### src/sv/fwcs_pkg.sv
// Shared types and constants of the fair wakeup CPU selector.
// Used by every module of the block; depends on nothing.
package fwcs_pkg;

  localparam int MAX_CPUS       = 64;
  localparam int CAPACITY_SCALE = 1024;

  localparam int CPU_W   = 6;
  localparam int UTIL_W  = 11;
  localparam int LOC_W   = 2;
  localparam int FLAGS_W = 6;
  localparam int BIAS_W  = 4;

  // Signed working width of a score: four loads below zero, three bonuses above capacity.
  localparam int SCORE_W = 15;

  localparam int BIAS_MAX      = 8;
  localparam int AFFINE_MULT   = 8;
  localparam int BONUS_SHIFT   = $clog2(CAPACITY_SCALE) - 5;
  localparam int BUSY_MARGIN   = CAPACITY_SCALE >> 3;
  localparam int OUT_SCORE_W   = 11;
  localparam int BIAS_RESET    = 4;

  // Wakeup flag bit positions.
  localparam int WF_TTWU     = 0;
  localparam int WF_EXEC     = 1;
  localparam int WF_SYNC     = 2;
  localparam int WF_AFFINE   = 3;
  localparam int WF_QUEUED   = 4;
  localparam int WF_LLC_KNOWN = 5;

  // Locality bit positions.
  localparam int LOC_SMT = 0;
  localparam int LOC_LLC = 1;

  localparam int CFG_IDX_W = 2;

  typedef enum logic [CFG_IDX_W-1:0] {
    CFG_SMT_BIAS = 2'd0,
    CFG_LLC_BIAS = 2'd1
  } cfg_reg_t;

  typedef struct packed {
    logic [CPU_W-1:0]   cpu_id;
    logic [UTIL_W-1:0]  cpu_capacity;
    logic [UTIL_W-1:0]  cfs_util;
    logic [UTIL_W-1:0]  rt_util;
    logic [UTIL_W-1:0]  dl_util;
    logic [LOC_W-1:0]   locality;
    logic [UTIL_W-1:0]  task_util;
    logic [CPU_W-1:0]   prior_cpu;
    logic [CPU_W-1:0]   waker_cpu;
    logic [FLAGS_W-1:0] wake_bits;
    logic               last;
  } in_item_t;

  typedef struct packed {
    logic [CPU_W-1:0]       chosen_cpu;
    logic [OUT_SCORE_W-1:0] best_score;
  } out_item_t;

  // One classified candidate on its way from the front end to the back end.
  typedef struct packed {
    logic                      first;
    logic                      last;
    logic                      scored;
    logic                      self_hit;
    logic                      sync_ret;
    logic [CPU_W-1:0]          cpu;
    logic [CPU_W-1:0]          prev;
    logic [CPU_W-1:0]          self;
    logic signed [SCORE_W-1:0] score;
  } q_entry_t;

  typedef struct packed {
    logic full;
    logic valid;
  } q_stat_t;

  function automatic logic [BIAS_W-1:0] clamp_bias(input logic [BIAS_W-1:0] v);
    clamp_bias = (v > BIAS_W'(BIAS_MAX)) ? BIAS_W'(BIAS_MAX) : v;
  endfunction

endpackage

### src/sv/fwcs_front.sv
// Front end: takes candidate records, scores them and pushes them into the queue.
// Depends on fwcs_pkg.
module fwcs_front (
  input  logic                          clk,
  input  logic                          rst_n,
  input  logic                          in_valid,
  output logic                          in_ready,
  input  fwcs_pkg::in_item_t            in_data,
  input  logic [fwcs_pkg::BIAS_W-1:0]   smt_bias,
  input  logic [fwcs_pkg::BIAS_W-1:0]   llc_bias,
  input  fwcs_pkg::q_stat_t             q_stat,
  output logic                          q_push,
  output fwcs_pkg::q_entry_t            q_wdata
);
  import fwcs_pkg::*;

  logic in_req_r, in_req_nxt;
  logic ttwu, exec_w, sync_w, affine, queued, llc_known;
  logic is_prev, is_self, in_range, apply;
  logic [SCORE_W-1:0] load_a, load_b, load_sum, bonus;
  logic [SCORE_W-1:0] aff_bonus, smt_bonus, llc_bonus;
  logic signed [SCORE_W-1:0] raw, score;

  always_comb begin
    ttwu      = in_data.wake_bits[WF_TTWU];
    exec_w    = in_data.wake_bits[WF_EXEC];
    sync_w    = in_data.wake_bits[WF_SYNC];
    affine    = ttwu && in_data.wake_bits[WF_AFFINE];
    queued    = in_data.wake_bits[WF_QUEUED];
    llc_known = in_data.wake_bits[WF_LLC_KNOWN];
    is_prev   = (in_data.cpu_id == in_data.prior_cpu);
    is_self   = (in_data.cpu_id == in_data.waker_cpu);
    in_range  = ({1'b0, in_data.cpu_id} < (CPU_W + 1)'(MAX_CPUS));

    // The task's own load does not count against its previous CPU while it is queued.
    load_a   = SCORE_W'(in_data.cfs_util) + SCORE_W'(in_data.rt_util);
    load_b   = SCORE_W'(in_data.dl_util) +
               ((queued && is_prev) ? '0 : SCORE_W'(in_data.task_util));
    load_sum = load_a + load_b;
    raw      = $signed(SCORE_W'(in_data.cpu_capacity) - load_sum);

    aff_bonus = (affine && (is_self || is_prev)) ?
                (SCORE_W'(AFFINE_MULT) << BONUS_SHIFT) : '0;
    smt_bonus = (!affine && ttwu && in_data.locality[LOC_SMT]) ?
                (SCORE_W'(clamp_bias(smt_bias)) << BONUS_SHIFT) : '0;
    llc_bonus = (llc_known && in_data.locality[LOC_LLC]) ?
                (SCORE_W'(clamp_bias(llc_bias)) << BONUS_SHIFT) : '0;
    bonus     = aff_bonus + smt_bonus + llc_bonus;

    apply = !exec_w && (raw >= $signed(SCORE_W'(BUSY_MARGIN)));
    score = apply ? $signed(raw + bonus) : raw;

    q_wdata.first    = !in_req_r;
    q_wdata.last     = in_data.last;
    q_wdata.scored   = in_range;
    q_wdata.self_hit = in_range && is_self;
    q_wdata.sync_ret = ttwu && sync_w;
    q_wdata.cpu      = in_data.cpu_id;
    q_wdata.prev     = in_data.prior_cpu;
    q_wdata.self     = in_data.waker_cpu;
    q_wdata.score    = score;
  end

  assign in_ready = !q_stat.full;
  assign q_push   = in_valid && !q_stat.full;

  always_comb begin
    in_req_nxt = in_req_r;
    if (q_push) begin
      in_req_nxt = !in_data.last;
    end
  end

  always_ff @(posedge clk) begin
    if (!rst_n) begin
      in_req_r <= 1'b0;
    end else begin
      in_req_r <= in_req_nxt;
    end
  end

endmodule

### src/sv/fwcs_queue.sv
// Short queue of scored candidates between the front and back ends.
// Depends on fwcs_pkg.
module fwcs_queue #(
  parameter int DEPTH = 4
) (
  input  logic                clk,
  input  logic                rst_n,
  input  logic                push,
  input  fwcs_pkg::q_entry_t  wdata,
  input  logic                pop,
  output fwcs_pkg::q_entry_t  rdata,
  output fwcs_pkg::q_stat_t   stat
);
  import fwcs_pkg::*;

  localparam int PTR_W = (DEPTH > 1) ? $clog2(DEPTH) : 1;
  localparam int CNT_W = $clog2(DEPTH + 1);

  q_entry_t mem [DEPTH];
  logic [PTR_W-1:0] wr_ptr_r, wr_ptr_nxt, rd_ptr_r, rd_ptr_nxt;
  logic [CNT_W-1:0] cnt_r, cnt_nxt;

  always_comb begin
    wr_ptr_nxt = wr_ptr_r;
    rd_ptr_nxt = rd_ptr_r;
    cnt_nxt    = cnt_r;
    if (push) begin
      wr_ptr_nxt = (wr_ptr_r == PTR_W'(DEPTH - 1)) ? '0 : wr_ptr_r + 1'b1;
    end
    if (pop) begin
      rd_ptr_nxt = (rd_ptr_r == PTR_W'(DEPTH - 1)) ? '0 : rd_ptr_r + 1'b1;
    end
    if (push && !pop) begin
      cnt_nxt = cnt_r + 1'b1;
    end else if (pop && !push) begin
      cnt_nxt = cnt_r - 1'b1;
    end
  end

  always_ff @(posedge clk) begin
    if (!rst_n) begin
      wr_ptr_r <= '0;
      rd_ptr_r <= '0;
      cnt_r    <= '0;
    end else begin
      wr_ptr_r <= wr_ptr_nxt;
      rd_ptr_r <= rd_ptr_nxt;
      cnt_r    <= cnt_nxt;
    end
  end

  always_ff @(posedge clk) begin
    if (push) begin
      mem[wr_ptr_r] <= wdata;
    end
  end

  assign rdata      = mem[rd_ptr_r];
  assign stat.full  = (cnt_r == CNT_W'(DEPTH));
  assign stat.valid = (cnt_r != '0);

  a_cnt_bound: assert property (@(posedge clk) disable iff (!rst_n)
    cnt_r <= CNT_W'(DEPTH))
    else $error("queue fill count above depth");

  a_pop_drains: assert property (@(posedge clk) disable iff (!rst_n)
    pop && !push |=> cnt_r == CNT_W'($past(cnt_r) - 1'b1))
    else $error("queue count did not drop after a lone pop");

endmodule

### src/sv/fwcs_back.sv
// Back end: running best-score selection and the result register.
// Depends on fwcs_pkg.
module fwcs_back (
  input  logic                clk,
  input  logic                rst_n,
  input  fwcs_pkg::q_stat_t   q_stat,
  input  fwcs_pkg::q_entry_t  q_rdata,
  output logic                q_pop,
  output logic                out_valid,
  input  logic                out_ready,
  output fwcs_pkg::out_item_t out_data
);
  import fwcs_pkg::*;

  logic [CPU_W-1:0]          best_cpu_r, best_cpu_nxt, base_cpu;
  logic signed [SCORE_W-1:0] best_score_r, best_score_nxt, base_score;
  logic                      seen_r, seen_nxt, base_seen;
  logic                      out_valid_r, out_valid_nxt, out_free;
  out_item_t                 out_data_r, out_data_nxt;

  assign out_free = !out_valid_r || out_ready;
  // Candidates that close no request never need the result register.
  assign q_pop    = q_stat.valid && (!q_rdata.last || out_free);

  always_comb begin
    base_cpu   = q_rdata.first ? q_rdata.prev : best_cpu_r;
    base_score = q_rdata.first ? '0 : best_score_r;
    base_seen  = q_rdata.first ? 1'b0 : seen_r;

    best_cpu_nxt   = best_cpu_r;
    best_score_nxt = best_score_r;
    seen_nxt       = seen_r;
    if (q_pop) begin
      best_cpu_nxt   = base_cpu;
      best_score_nxt = base_score;
      seen_nxt       = base_seen || q_rdata.self_hit;
      if (q_rdata.scored && (q_rdata.score > base_score)) begin
        best_cpu_nxt   = q_rdata.cpu;
        best_score_nxt = q_rdata.score;
      end
    end

    out_valid_nxt = out_valid_r && !out_ready;
    out_data_nxt  = out_data_r;
    if (q_pop && q_rdata.last) begin
      out_valid_nxt = 1'b1;
      if (q_rdata.sync_ret && seen_nxt) begin
        out_data_nxt.chosen_cpu = q_rdata.self;
        out_data_nxt.best_score = '0;
      end else begin
        out_data_nxt.chosen_cpu = best_cpu_nxt;
        // The running best never drops below zero, so only the top needs clipping.
        out_data_nxt.best_score = (|best_score_nxt[SCORE_W-2:OUT_SCORE_W]) ?
                                  '1 : best_score_nxt[OUT_SCORE_W-1:0];
      end
    end
  end

  always_ff @(posedge clk) begin
    if (!rst_n) begin
      best_cpu_r   <= '0;
      best_score_r <= '0;
      seen_r       <= 1'b0;
      out_valid_r  <= 1'b0;
    end else begin
      best_cpu_r   <= best_cpu_nxt;
      best_score_r <= best_score_nxt;
      seen_r       <= seen_nxt;
      out_valid_r  <= out_valid_nxt;
    end
  end

  always_ff @(posedge clk) begin
    out_data_r <= out_data_nxt;
  end

  assign out_valid = out_valid_r;
  assign out_data  = out_data_r;

  a_last_makes_result: assert property (@(posedge clk) disable iff (!rst_n)
    q_pop && q_rdata.last |=> out_valid_r)
    else $error("closing candidate left no result");

  a_best_nonneg: assert property (@(posedge clk) disable iff (!rst_n)
    !best_score_r[SCORE_W-1])
    else $error("running best score went negative");

endmodule

### src/sv/fair_wakeup_cpu_selector_core.sv
// Top level of the fair wakeup CPU selector: configuration registers and wiring
// of front end, candidate queue and back end. Depends on fwcs_pkg and its submodules.
//
//   Port group   Direction  Handshake            Payload
//   in_*         input      in_valid/in_ready    fwcs_pkg::in_item_t, one candidate CPU
//   out_*        output     out_valid/out_ready  fwcs_pkg::out_item_t, one per request
//   cfg_*        input      cfg_valid/cfg_ready  cfg_index (register), cfg_data (4 bits)
//
// Throughput is one candidate per cycle while in_ready is high and, for a closing candidate,
// the result register is free: the front end scores a record in the cycle it is accepted
// and the back end folds one queued record per cycle into the running maximum. A result is
// registered on out_valid once its closing candidate and all candidates ahead are folded in.
// When the result register is held by out_ready low, the queue absorbs up to QUEUE_DEPTH
// candidates before in_ready falls; non-closing candidates at the head keep draining.
// Reset is synchronous and active low; it sets both bias registers to four and clears
// the queue, the request tracking and the result register. There is no clearing pass.
module fair_wakeup_cpu_selector_core #(
  parameter int QUEUE_DEPTH = 4
) (
  input  logic                             clk,
  input  logic                             rst_n,
  input  logic                             in_valid,
  output logic                             in_ready,
  input  fwcs_pkg::in_item_t               in_data,
  output logic                             out_valid,
  input  logic                             out_ready,
  output fwcs_pkg::out_item_t              out_data,
  input  logic                             cfg_valid,
  output logic                             cfg_ready,
  input  logic [fwcs_pkg::CFG_IDX_W-1:0]   cfg_index,
  input  logic [fwcs_pkg::BIAS_W-1:0]      cfg_data
);
  import fwcs_pkg::*;

  logic [BIAS_W-1:0] smt_bias_r, smt_bias_nxt;
  logic [BIAS_W-1:0] llc_bias_r, llc_bias_nxt;
  logic              cfg_write;

  q_stat_t  q_stat;
  q_entry_t q_wdata, q_rdata;
  logic     q_push, q_pop;

  // Configuration writes go straight into the bias registers, so the port is always ready.
  // Writes to an index past the register list are dropped.
  assign cfg_ready = 1'b1;
  assign cfg_write = cfg_valid && cfg_ready;

  always_comb begin
    smt_bias_nxt = smt_bias_r;
    llc_bias_nxt = llc_bias_r;
    if (cfg_write) begin
      if (cfg_index == CFG_SMT_BIAS) begin
        smt_bias_nxt = cfg_data;
      end else if (cfg_index == CFG_LLC_BIAS) begin
        llc_bias_nxt = cfg_data;
      end
    end
  end

  always_ff @(posedge clk) begin
    if (!rst_n) begin
      smt_bias_r <= BIAS_W'(BIAS_RESET);
      llc_bias_r <= BIAS_W'(BIAS_RESET);
    end else begin
      smt_bias_r <= smt_bias_nxt;
      llc_bias_r <= llc_bias_nxt;
    end
  end

  // Front end: scores each candidate and marks where a request starts and ends.
  fwcs_front u_front (
    .clk      (clk),
    .rst_n    (rst_n),
    .in_valid (in_valid),
    .in_ready (in_ready),
    .in_data  (in_data),
    .smt_bias (smt_bias_r),
    .llc_bias (llc_bias_r),
    .q_stat   (q_stat),
    .q_push   (q_push),
    .q_wdata  (q_wdata)
  );

  // Queue that lets the front end keep accepting while a result waits to be taken.
  fwcs_queue #(
    .DEPTH (QUEUE_DEPTH)
  ) u_queue (
    .clk   (clk),
    .rst_n (rst_n),
    .push  (q_push),
    .wdata (q_wdata),
    .pop   (q_pop),
    .rdata (q_rdata),
    .stat  (q_stat)
  );

  // Back end: keeps the best candidate of the open request and issues the result.
  fwcs_back u_back (
    .clk       (clk),
    .rst_n     (rst_n),
    .q_stat    (q_stat),
    .q_rdata   (q_rdata),
    .q_pop     (q_pop),
    .out_valid (out_valid),
    .out_ready (out_ready),
    .out_data  (out_data)
  );

endmodule

### config.mk
export PLATFORM = sky130hd
export DESIGN_NAME = fair_wakeup_cpu_selector_core
export DESIGN_NICKNAME = d
export VERILOG_FILES = /design/src/sv/fwcs_pkg.sv /design/src/sv/fwcs_front.sv /design/src/sv/fwcs_queue.sv /design/src/sv/fwcs_back.sv /design/src/sv/fair_wakeup_cpu_selector_core.sv
export SDC_FILE = /design/constraint.sdc
export NUM_CORES = 1
export LEC_CHECK = 0
export BUFFER_PORTS_ARGS = -buffer_cell sky130_fd_sc_hd__buf_2
export CORE_UTILIZATION = 59
export CTS_CLUSTER_DIAMETER = 120
export DETAILED_ROUTE_END_ITERATION = 8
export PLACE_DENSITY = 0.8
export SKIP_CTS_REPAIR_TIMING = 1
export SYNTH_ARGS = -nofsm -noshare
export SYNTH_HDL_FRONTEND = slang
export SYNTH_SLANG_ARGS = --single-unit
### constraint.sdc
create_clock -name clk -period 7.9 [get_ports clk]
set_clock_uncertainty 0.1 [all_clocks]
set_input_delay 0.79 -clock clk [delete_from_list [all_inputs] [get_ports clk]]
set_output_delay 0.79 -clock clk [all_outputs]
set_load 0.02 [all_outputs]
=== Word level (Yosys, flattened, before mapping) ===
Memories as Yosys holds them, arrays and structs flattened. A register that Yosys moved wholly into a read port is not among the register bits.
Index checks and enable logic that the tools add are counted.

* Add/sub/neg operators: 11
* $lt $le $gt $ge: 4
* Equal/unequal tests: 6
* Multiplexer cells: 26
* Bitwise logic cells: 1
* Reductions and logical operators: 36

{| class="wikitable"
|+ Operators by type and width
! cell !! count
|-
| $add 15x15->15 || 4
|-
| $mux 15 || 3
|-
| $mux 9 || 3
|-
| $mux 11 || 2
|-
| $mux 6 || 3
|-
| $mux 17 || 1
|-
| $add 11x15->15 || 1
|-
| $ge 15x9->1 const B || 1
|-
| $gt 15x15->1 || 1
|-
| $logic_and 1x1->1 || 15
|-
| $sub 11x15->15 || 1
|-
| $mux 14 || 1
|-
| $add 11x11->12 || 1
|-
| $eq 6x6->1 || 2
|-
| $logic_not 1->1 || 10
|-
| $gt 4x4->1 const B || 2
|-
| $mux 2 || 4
|-
| $mux 4 || 2
|-
| $mux 3 || 2
|-
| $mux 1 || 5
|-
| $add 2x1->2 const B || 2
|-
| $eq 2x2->1 const B || 2
|-
| $logic_or 1x1->1 || 4
|-
| $add 3x1->3 const B || 1
|-
| 11 further kinds || 11
|}

* Register bits: 56
* Bits in writable memories: 148
* Bits of input ports: 93
* Output and inout bits: 20
* Logic and storage cells: 98
* Memories: 1

{| class="wikitable"
|+ Memories
! name !! words !! width !! read ports !! clocked after Yosys merged registers in !! wr ports !! line !! source
|-
| u_queue.mem || 4 || 37 || 1 || 1 || 1 || fwcs_queue.sv:19 || <nowiki>q_entry_t mem [DEPTH];</nowiki>
|}

=== Depth between registers and ports, before layout ===
Gate-level depths: netlist of the first run.

* Depth after elaboration: 9
* Mapped depth: 29
* Depth with buffers taken out: 28

=== Hierarchy ===
From an unflattened synthesis of the first run, not the netlist that was laid out.

* Cells, all modules: 845
* Area, all modules: 11270.8 um^2

{| class="wikitable"
|+ Modules (own cells, without submodules)
! module !! times used !! cells an instance !! area an instance (um^2) !! seq. area each (um^2)
|-
| fwcs_queue || 1 || 242 || 5957.0 || 4744.6
|-
| fwcs_front || 1 || 331 || 2725.1 || 20.0
|-
| fwcs_back || 1 || 239 || 2249.7 || 970.9
|-
| fair_wakeup_cpu_selector_core || 1 || 33 || 339.1 || 160.2
|}

=== Worst setup path after synthesis of the first run ===
Ideal clock, no wire load.

* Path kind: input -> register
* From: in in_data[43] (netlist bit)
* To: mem u_queue.mem[0][12] (netlist bit) (data pin)
* Library setup time: 271 ps
* Arrival time: 6584 ps
* Required time: 7529 ps
* Path slack: 945 ps
* Stages: 29
* Buffers on the path: 1
* Path through: ha_1 fa_1 a21o_1 a21oi_1 o21bai_1 a21oi_1 xnor2_1 fa_1 fa_1 inv_1 ha_1 clkbuf_1 or2_2 a211oi_1 a21oi_1 o211ai_1 inv_1 fa_1 inv_1 fa_1 inv_1 ha_1 a21o_1 a21oi_1 nor2b_1 nor2_1 nor2_1 a21boi_0 a21oi_1

{| class="wikitable"
|+ RTL lines
! item !! line !! source
|-
| start, declared || fair_wakeup_cpu_selector_core.sv:24 || <nowiki>input fwcs_pkg::in_item_t in_data,</nowiki>
|-
| end, declared || fwcs_queue.sv:19 ||
|}

==> results of run 1 <==
## cells by family (layout without fill, tap and decap cells)
family | Yosys count | in the layout | synth area share
AO/OA/AOI/OAI | 160 | 160 | 0.0980
XOR/XNOR | 30 | 30 | 0.0244
adder cells (fa/ha/maj) | 83 | 83 | 0.117
buffers and inverters | 97 | 214 | 0.0370
flip-flops | 206 | 206 | 0.535
multiplexers | 55 | 55 | 0.0931
other | 1 | 1 | 0.000348
AND/OR/NAND/NOR | 200 | 200 | 0.0949
## power by group
group	switching, mW	total [mW]	leakage (nW)	internal (mW)
clock network	0.395	0.912	0.306	0.517
registers	0.0890	1.65	1.85	1.56
logic	1.44	2.40	2.49	0.954
total	1.93	4.96	4.64	3.03
## synth_stat cells, types with 7 or more instances
cell type	count	area (um2)
mux4_2	36	811
dfxtp_1	41	821
o311a_1	11	110
a21o_1	10	75.1
nand3_1	17	85.1
inv_1	55	206
and2_1	18	113
o211ai_1	7	52.6
xnor2_1	17	149
nand2_1	50	188
edfxtp_1	165	4950
nor3b_1	10	75.1
fa_1	30	601
a21boi_0	8	60.1
o21ai_0	30	150
ha_1	53	663
nand4_1	24	150
a21oi_1	50	250
xor2_1	13	114
mux2i_1	16	160
nor3_1	13	65.1
nor2_1	39	146
clkbuf_1	24	90.1
a31oi_1	13	81.3
## layout make-up
cell class,count,area share
Clock buffer,23,0.0438
Clock inverter,12,0.00720
Inverter,57,0.0176
Multi-Input combinational cell,529,0.380
Sequential cell,206,0.475
Tap cell,229,0.0236
Timing Repair Buffer,122,0.0525
## layer usage
layer | wire, um | GRT usage
met5 | 0 | 0
met1 | 9320 | 0.318
met4 | 446 | 0.0726
met3 | 1320 | 0.0320
met2 | 11000 | 0.420
## sequential cells by signal, summed over array words and instances (netlist names), named ones only
| signal | flops |
|---|---|
| u_queue.mem | 148 |
| u_back.out_data | 17 |
| u_back.best_score_r | 15 |
| u_back.best_cpu_r | 6 |
| llc_bias_r | 4 |
| smt_bias_r | 4 |
| u_queue.cnt_r | 3 |
| u_queue.rd_ptr_r | 2 |
| u_queue.wr_ptr_r | 2 |
| u_back.out_valid | 1 |
| u_back.seen_r | 1 |
| u_front.in_req_r | 1 |
## cells in the final DEF (no fill, tap or decap), types with 21 or more instances in the layout
cell type,n
fa_1,30
o21ai_0,30
nor2_1,39
clkbuf_16,21
nand2_1,50
mux4_2,36
a21oi_1,50
dfxtp_1,40
buf_2,111
inv_1,55
ha_1,53
edfxtp_1,165
nand4_1,24
## through the flow
step / setup WS (ns) / hold WS (ns) / util / cells
floorplan: 0.945 / 0.331 / - / 832
global placement: 0.485 / 0.357 / 0.642 / 1143
detailed placement: 0.340 / 0.358 / 0.642 / 1143
CTS: 0.755 / 0.377 / 0.677 / 1178
global route: 0.218 / 0.410 / 0.677 / 1178
finish: 0.736 / 0.376 / 0.677 / 1178
## worst max-delay path, stage by stage
cell      delay, ns
buf_2          0.14
xnor2_1        0.26
nand4_1        0.14
nor3_1         0.40
nand2_1        0.31
and2_1         0.25
ha_1           0.30
fa_1           0.54
fa_1           0.19
inv_1          0.05
fa_1           0.40
a21o_1         0.21
a221oi_2       0.45
a21oi_1        0.14
o211ai_1       0.19
inv_1          0.12
fa_1           0.54
inv_1          0.06
fa_1           0.54
inv_1          0.07
ha_1           0.29
a21o_1         0.16
a21oi_1        0.22
nor2b_1        0.08
nor2_1         0.09
nor2_1         0.05
a21boi_0       0.16
a21oi_1        0.13
## how the worst min path moves through the flow
stage / endpoint / cells past startpoint / start / slack, ns
6_report: smt_bias_r[2]$_SDFFE_PN1P_ / 2 / smt_bias_r[2]$_SDFFE_PN1P_ / 0.38
5_1_grt: u_back.best_score_r[11]$_SDFF_PN0_ / 2 / u_back.best_score_r[11]$_SDFF_PN0_ / 0.41
4_1_cts: smt_bias_r[2]$_SDFFE_PN1P_ / 2 / smt_bias_r[2]$_SDFFE_PN1P_ / 0.38
3_5_place_dp: smt_bias_r[2]$_SDFFE_PN1P_ / 2 / smt_bias_r[2]$_SDFFE_PN1P_ / 0.36
3_3_place_gp: u_back.best_score_r[14]$_SDFFE_PN0P_ / 2 / u_back.best_score_r[14]$_SDFFE_PN0P_ / 0.36
2_1_floorplan: smt_bias_r[2]$_SDFFE_PN1P_ / 2 / smt_bias_r[2]$_SDFFE_PN1P_ / 0.33
==> metrics.txt, run 1 <==
share of layout cells above drive strength 1=0.213; DR iter-0 viols=469; Tcrit/Tclk final=0.907; post-synthesis cell area=0.0108 mm2; Final Wtd Congestion=0.881; Post-DP HPWL=14,700 um; Inserted Diodes=0; CP Launch Type=primary input; largest net degree at the start of global routing=40; vias in the first global route=7,009; Slew Limit Fails=0; clk buf depth=3; EDFF count, synth=approximately 170; post-route cell area=0.0122 mm2; Reg-to-Reg End=u_back.out_data[0]$_SDFFCE_PP0P_; worst-path fanout max=11; Sink Count=206; final setup violation count=0; depth of the most critical reg-to-reg path=8; nets=1,112; Row Count=49; setup repair after global routing missed its margin=false; DP Area=0.0115 mm2; DR vias=7,235; flops & latches, synth=206; filler cell count=1,262; syn_area_per_cell=around 13 um2; die area=0.0188 mm2; Worst Setup End Kind=flip-flop; Reg2Reg Setup Slack=2.90 ns; clock-pin transition on the worst setup and hold timing paths=~0.06 ns; Initial Utilization=0.601; outcome=finished clean; clk root buf=clkbuf_16; Slew HR=0.251; # IOs=around 110; synth warn=0; setup TNS=0 ns; H-tree levels=1; Via density=6.14; Total GRT Usage=0.242; synth unique cells=63; wire per inst=about 19 um; Vert. Die Dim=137 um; antenna violations before repair=0; leakage power=4.64 nW; FMAX=140 MHz; Arr. time, crit path=roughly 7.3 ns; final hold violation count=0; Seq/Total Area, Yosys=0.535; Syn Inst Count=832; Worst-Margin Slew=1.12 ns; CP startpoint=in_data[81]; Port-buffer cells=111; Die X=137 um; DR pass1 iterations=5; Core Area=0.0180 mm2; critical path required time=8.02 ns; worst min path class=flip-flop to flip-flop; Synth Flop Type=edfxtp_1; first-pass GRT wire length=35,000 um; Area Overhead vs Synth=12.7%; Max Cap Violations=0; post-route ant nets=0; Multi-input gate area=about 0.0046 mm2; TritonCTS Buffers=20; CTS tree=done; drt drc=0; PwrDens=408 mW/mm2; crit path kind=primary input to flip-flop; Worst-Skew Late Latency=0.49 ns; Mapped Nets=1,008; GRT Residual Overflow=0; Tmin final=7.16 ns; maximum vdd drop=0.215 mV; Register Area=around 0.0058 mm2; async set or reset register ratio after synthesis=0; Setup crit end=u_queue.mem[3][12]$_DFFE_PP_; total power=4.96 mW; Total Wirelength=22,100 um
(Power assumes the default switching activity.)
==> run 2: changes to the inputs <==
- CORE_ASPECT_RATIO: unset -> 1.2
==> run 2 against run 1 <==
Net effect:
- the flow now finishes with violations (DRC)
- utilization is 1.2 points higher
- non-clock buffer count unchanged
- sequential cell count unchanged
- combinational power about the same
- final cell count decreased by 0.68%
- critical path depth is the same
- clock power rose by 4.9%
- sequential power rose by 2%
- via count rose by 0.22%
- routed wire length is 4.7% higher
- count of clock-buffer cells in the layout is 3 higher
- largest cell class unchanged
- largest power group unchanged
==> metrics.txt, run 2 (synthesis results as in run 1) <==
failing checks=DRC; critical path required time=8.02 ns (about the same); met3 wire len=1330 um (+0.83%); placed cells=1,134 (-0.79%); Core Area=0.0177 mm2 (-1.4%); Worst Setup End Kind=flip-flop; DR vias=7,251 (+0.22%); drt drc=5 (+5); Reg-to-Reg End=u_back.out_data[0]$_SDFFCE_PP0P_; depth of the most critical reg-to-reg path=10 (+2); most frequent cells in the layout=edfxtp_1 (165), buf_2 (111), inv_1 (55), ha_1 (53); leakage power=4.66 nW (+0.39%); worst slack at placement=-0.0151 ns (-0.355 ns); Sink Count=206 (unchanged); worst-path fanout max=11 (unchanged); share of layout cells above drive strength 1=0.213 (-0.000224); setup repair after global routing missed its margin=false; fin worst setup slack=0.490 ns (-0.246 ns); commonest non-fill, non-tap cell in the layout=edfxtp_1; Via density=6.20 (+0.91%); crit path kind=primary input to flip-flop; final setup violation count=0 (unchanged); clock-pin transition on the worst setup and hold timing paths=0.06 ns (about the same); Total Wirelength=23,100 um (+4.7%); FMAX=135 MHz (-3.3%); Area Overhead vs Synth=13.0%; CP Launch Type=primary input; DR iter-0 viols=700 (+49%); CTS tree=done; post-route ant nets=0 (unchanged); Tmin final=7.41 ns (+0.246 ns); largest net degree at the start of global routing=40 (unchanged); outcome=complete, but fails checks; Final Wtd Congestion=0.892 (+1.2%); Worst-Margin Slew=1.15 ns (+0.0302 ns); first-pass GRT wire length=36,700 um (+4.8%); Initial Utilization=0.609 (+0.00874); maximum vdd drop=0.173 mV (-20%); die area=0.0188 mm2 (about the same); CP startpoint=in_data[81]; Met1 Wirelength=8900 um (-4.4%); setup TNS=0 ns (unchanged); Slew Limit Fails=0 (unchanged); hold_sp=smt_bias_r[2]$_SDFFE_PN1P_; clk root buf=clkbuf_16; Slew HR=0.230 (-0.0202); Vert. Die Dim=150 um (+9.4%); clock share of power=0.190 (+0.006); Reg2Reg Setup Slack=2.57 ns (-0.33 ns); sequential share of power=0.335 (+0.002); logic gate share of total power=0.475 (-0.008); Pint=3.08 mW (+1.6%); GRT Residual Overflow=0 (unchanged); Die X=125 um (-8.6%); PwrDens=413 mW/mm2 (+1.3%); met2 wire len=12,300 um (+12%); fin util=0.689 (+0.0119); nets=1,112 (unchanged); worst min path class=flip-flop to flip-flop; final hold violation count=0 (unchanged); Worst-Skew Late Latency=0.48 ns (about the same); Arr. time, crit path=7.52 ns (+0.24 ns); NetSw=1.96 mW (+1.6%); vias in the first global route=7,429 (+6.0%); Top reg by flops=u_queue.mem; DR pass1 iterations=9 (+4); Inserted Diodes=0 (unchanged); Port-buffer cells=111 (unchanged); # IOs=113 (unchanged); max reg flops=148 (unchanged); H-tree levels=1 (unchanged); Total GRT Usage=0.251 (+0.00925); Post-DP HPWL=15,600 um (+6.2%); top sig layer=met4; TritonCTS Buffers=20 (unchanged); Switching Share=0.388 (about the same); Max Cap Violations=0 (unchanged); antenna violations before repair=0 (unchanged); Tcrit/Tclk final=0.938 (+0.0311); Final Non-Filler Cells=1,170 (-0.68%); Row Count=53 (+8.2%); wire per inst=19.8 um (+5.4%); clk buf depth=3 (unchanged); Setup crit end=u_queue.mem[0][12]$_DFFE_PP_
run 2: cell types whose count changed in the layout (fill, tap and decap cells not counted), sizes merged:
cell	delta
clkinv	-4
clkbuf	+3
bufinv	+1
inv	+1
run 2: cell type report:
type | instances | area (um2)
inverters | 57 | 214
multi-input cells | 529 | 4620
clock buffers | 26 | 564
repair buffers | 122 | 638
clock inverters | 10 | 104
flip-flops and latches | 206 | 5780
fillers | 1244 | 5510
well taps | 220 | 275
run 2: routing by layer:
| layer | global-route usage | vias to the layer above |
|---|---|---|
| met5 | 0 | - |
| met4 | 0.0945 | 0 |
| met3 | 0.0373 | 45 |
| met2 | 0.460 | 296 |
| met1 | 0.300 | 3578 |
| li1 | - | 3332 |
run 2: metrics by stage:
stage / hold WS [ns] / power, mW / cell area [um2]
6_report: 0.379 / 5.04 / 12200
5_1_grt: 0.406 / 5.34 / 12200
4_1_cts: 0.379 / 5.03 / 12200
3_5_place_dp: 0.358 / 4.05 / 11500
3_3_place_gp: 0.358 / 3.96 / 11500
2_1_floorplan: 0.331 / 3.45 / 10800
run 2: how the worst min path moves through the flow:
stage	to	slack, ns	cells after the start
after floorplan	smt_bias_r[2]$_SDFFE_PN1P_	0.33	2
after CTS	smt_bias_r[2]$_SDFFE_PN1P_	0.38	2
final	smt_bias_r[2]$_SDFFE_PN1P_	0.38	2
after detailed placement	smt_bias_r[2]$_SDFFE_PN1P_	0.36	2
after global placement	llc_bias_r[2]$_SDFFE_PN1P_	0.36	2
after global routing	smt_bias_r[2]$_SDFFE_PN1P_	0.41	2
run 2: critical path, stage by stage:
cell and delay, ns:
buf_2 0.14, xnor2_1 0.21, nand4_1 0.13, nor3_1 0.64, nand2_1 0.39, and2_1 0.27, ha_1 0.30, fa_1 0.53
fa_1 0.18, inv_1 0.05, fa_1 0.41, a21o_1 0.21, a221oi_2 0.46, a21oi_1 0.13, o211ai_1 0.18, inv_1 0.12
fa_1 0.56, inv_1 0.06, fa_1 0.52, inv_1 0.07, ha_1 0.29, a21o_1 0.16, a21oi_1 0.21, nor2b_1 0.07
nor2_1 0.09, nor2_1 0.04, a21boi_0 0.16, a21oi_1 0.14
run 2: power by group through the flow:
| stage | registers (mW) | clock network, mW | logic, mW |
|---|---|---|---|
| after floorplan | 1.70 | 0 | 1.75 |
| after global placement | 1.69 | 0 | 2.27 |
| after detailed placement | 1.70 | 0 | 2.35 |
| after CTS | 1.69 | 0.966 | 2.38 |
| after global routing | 1.71 | 1.01 | 2.62 |
| final | 1.69 | 0.957 | 2.39 |
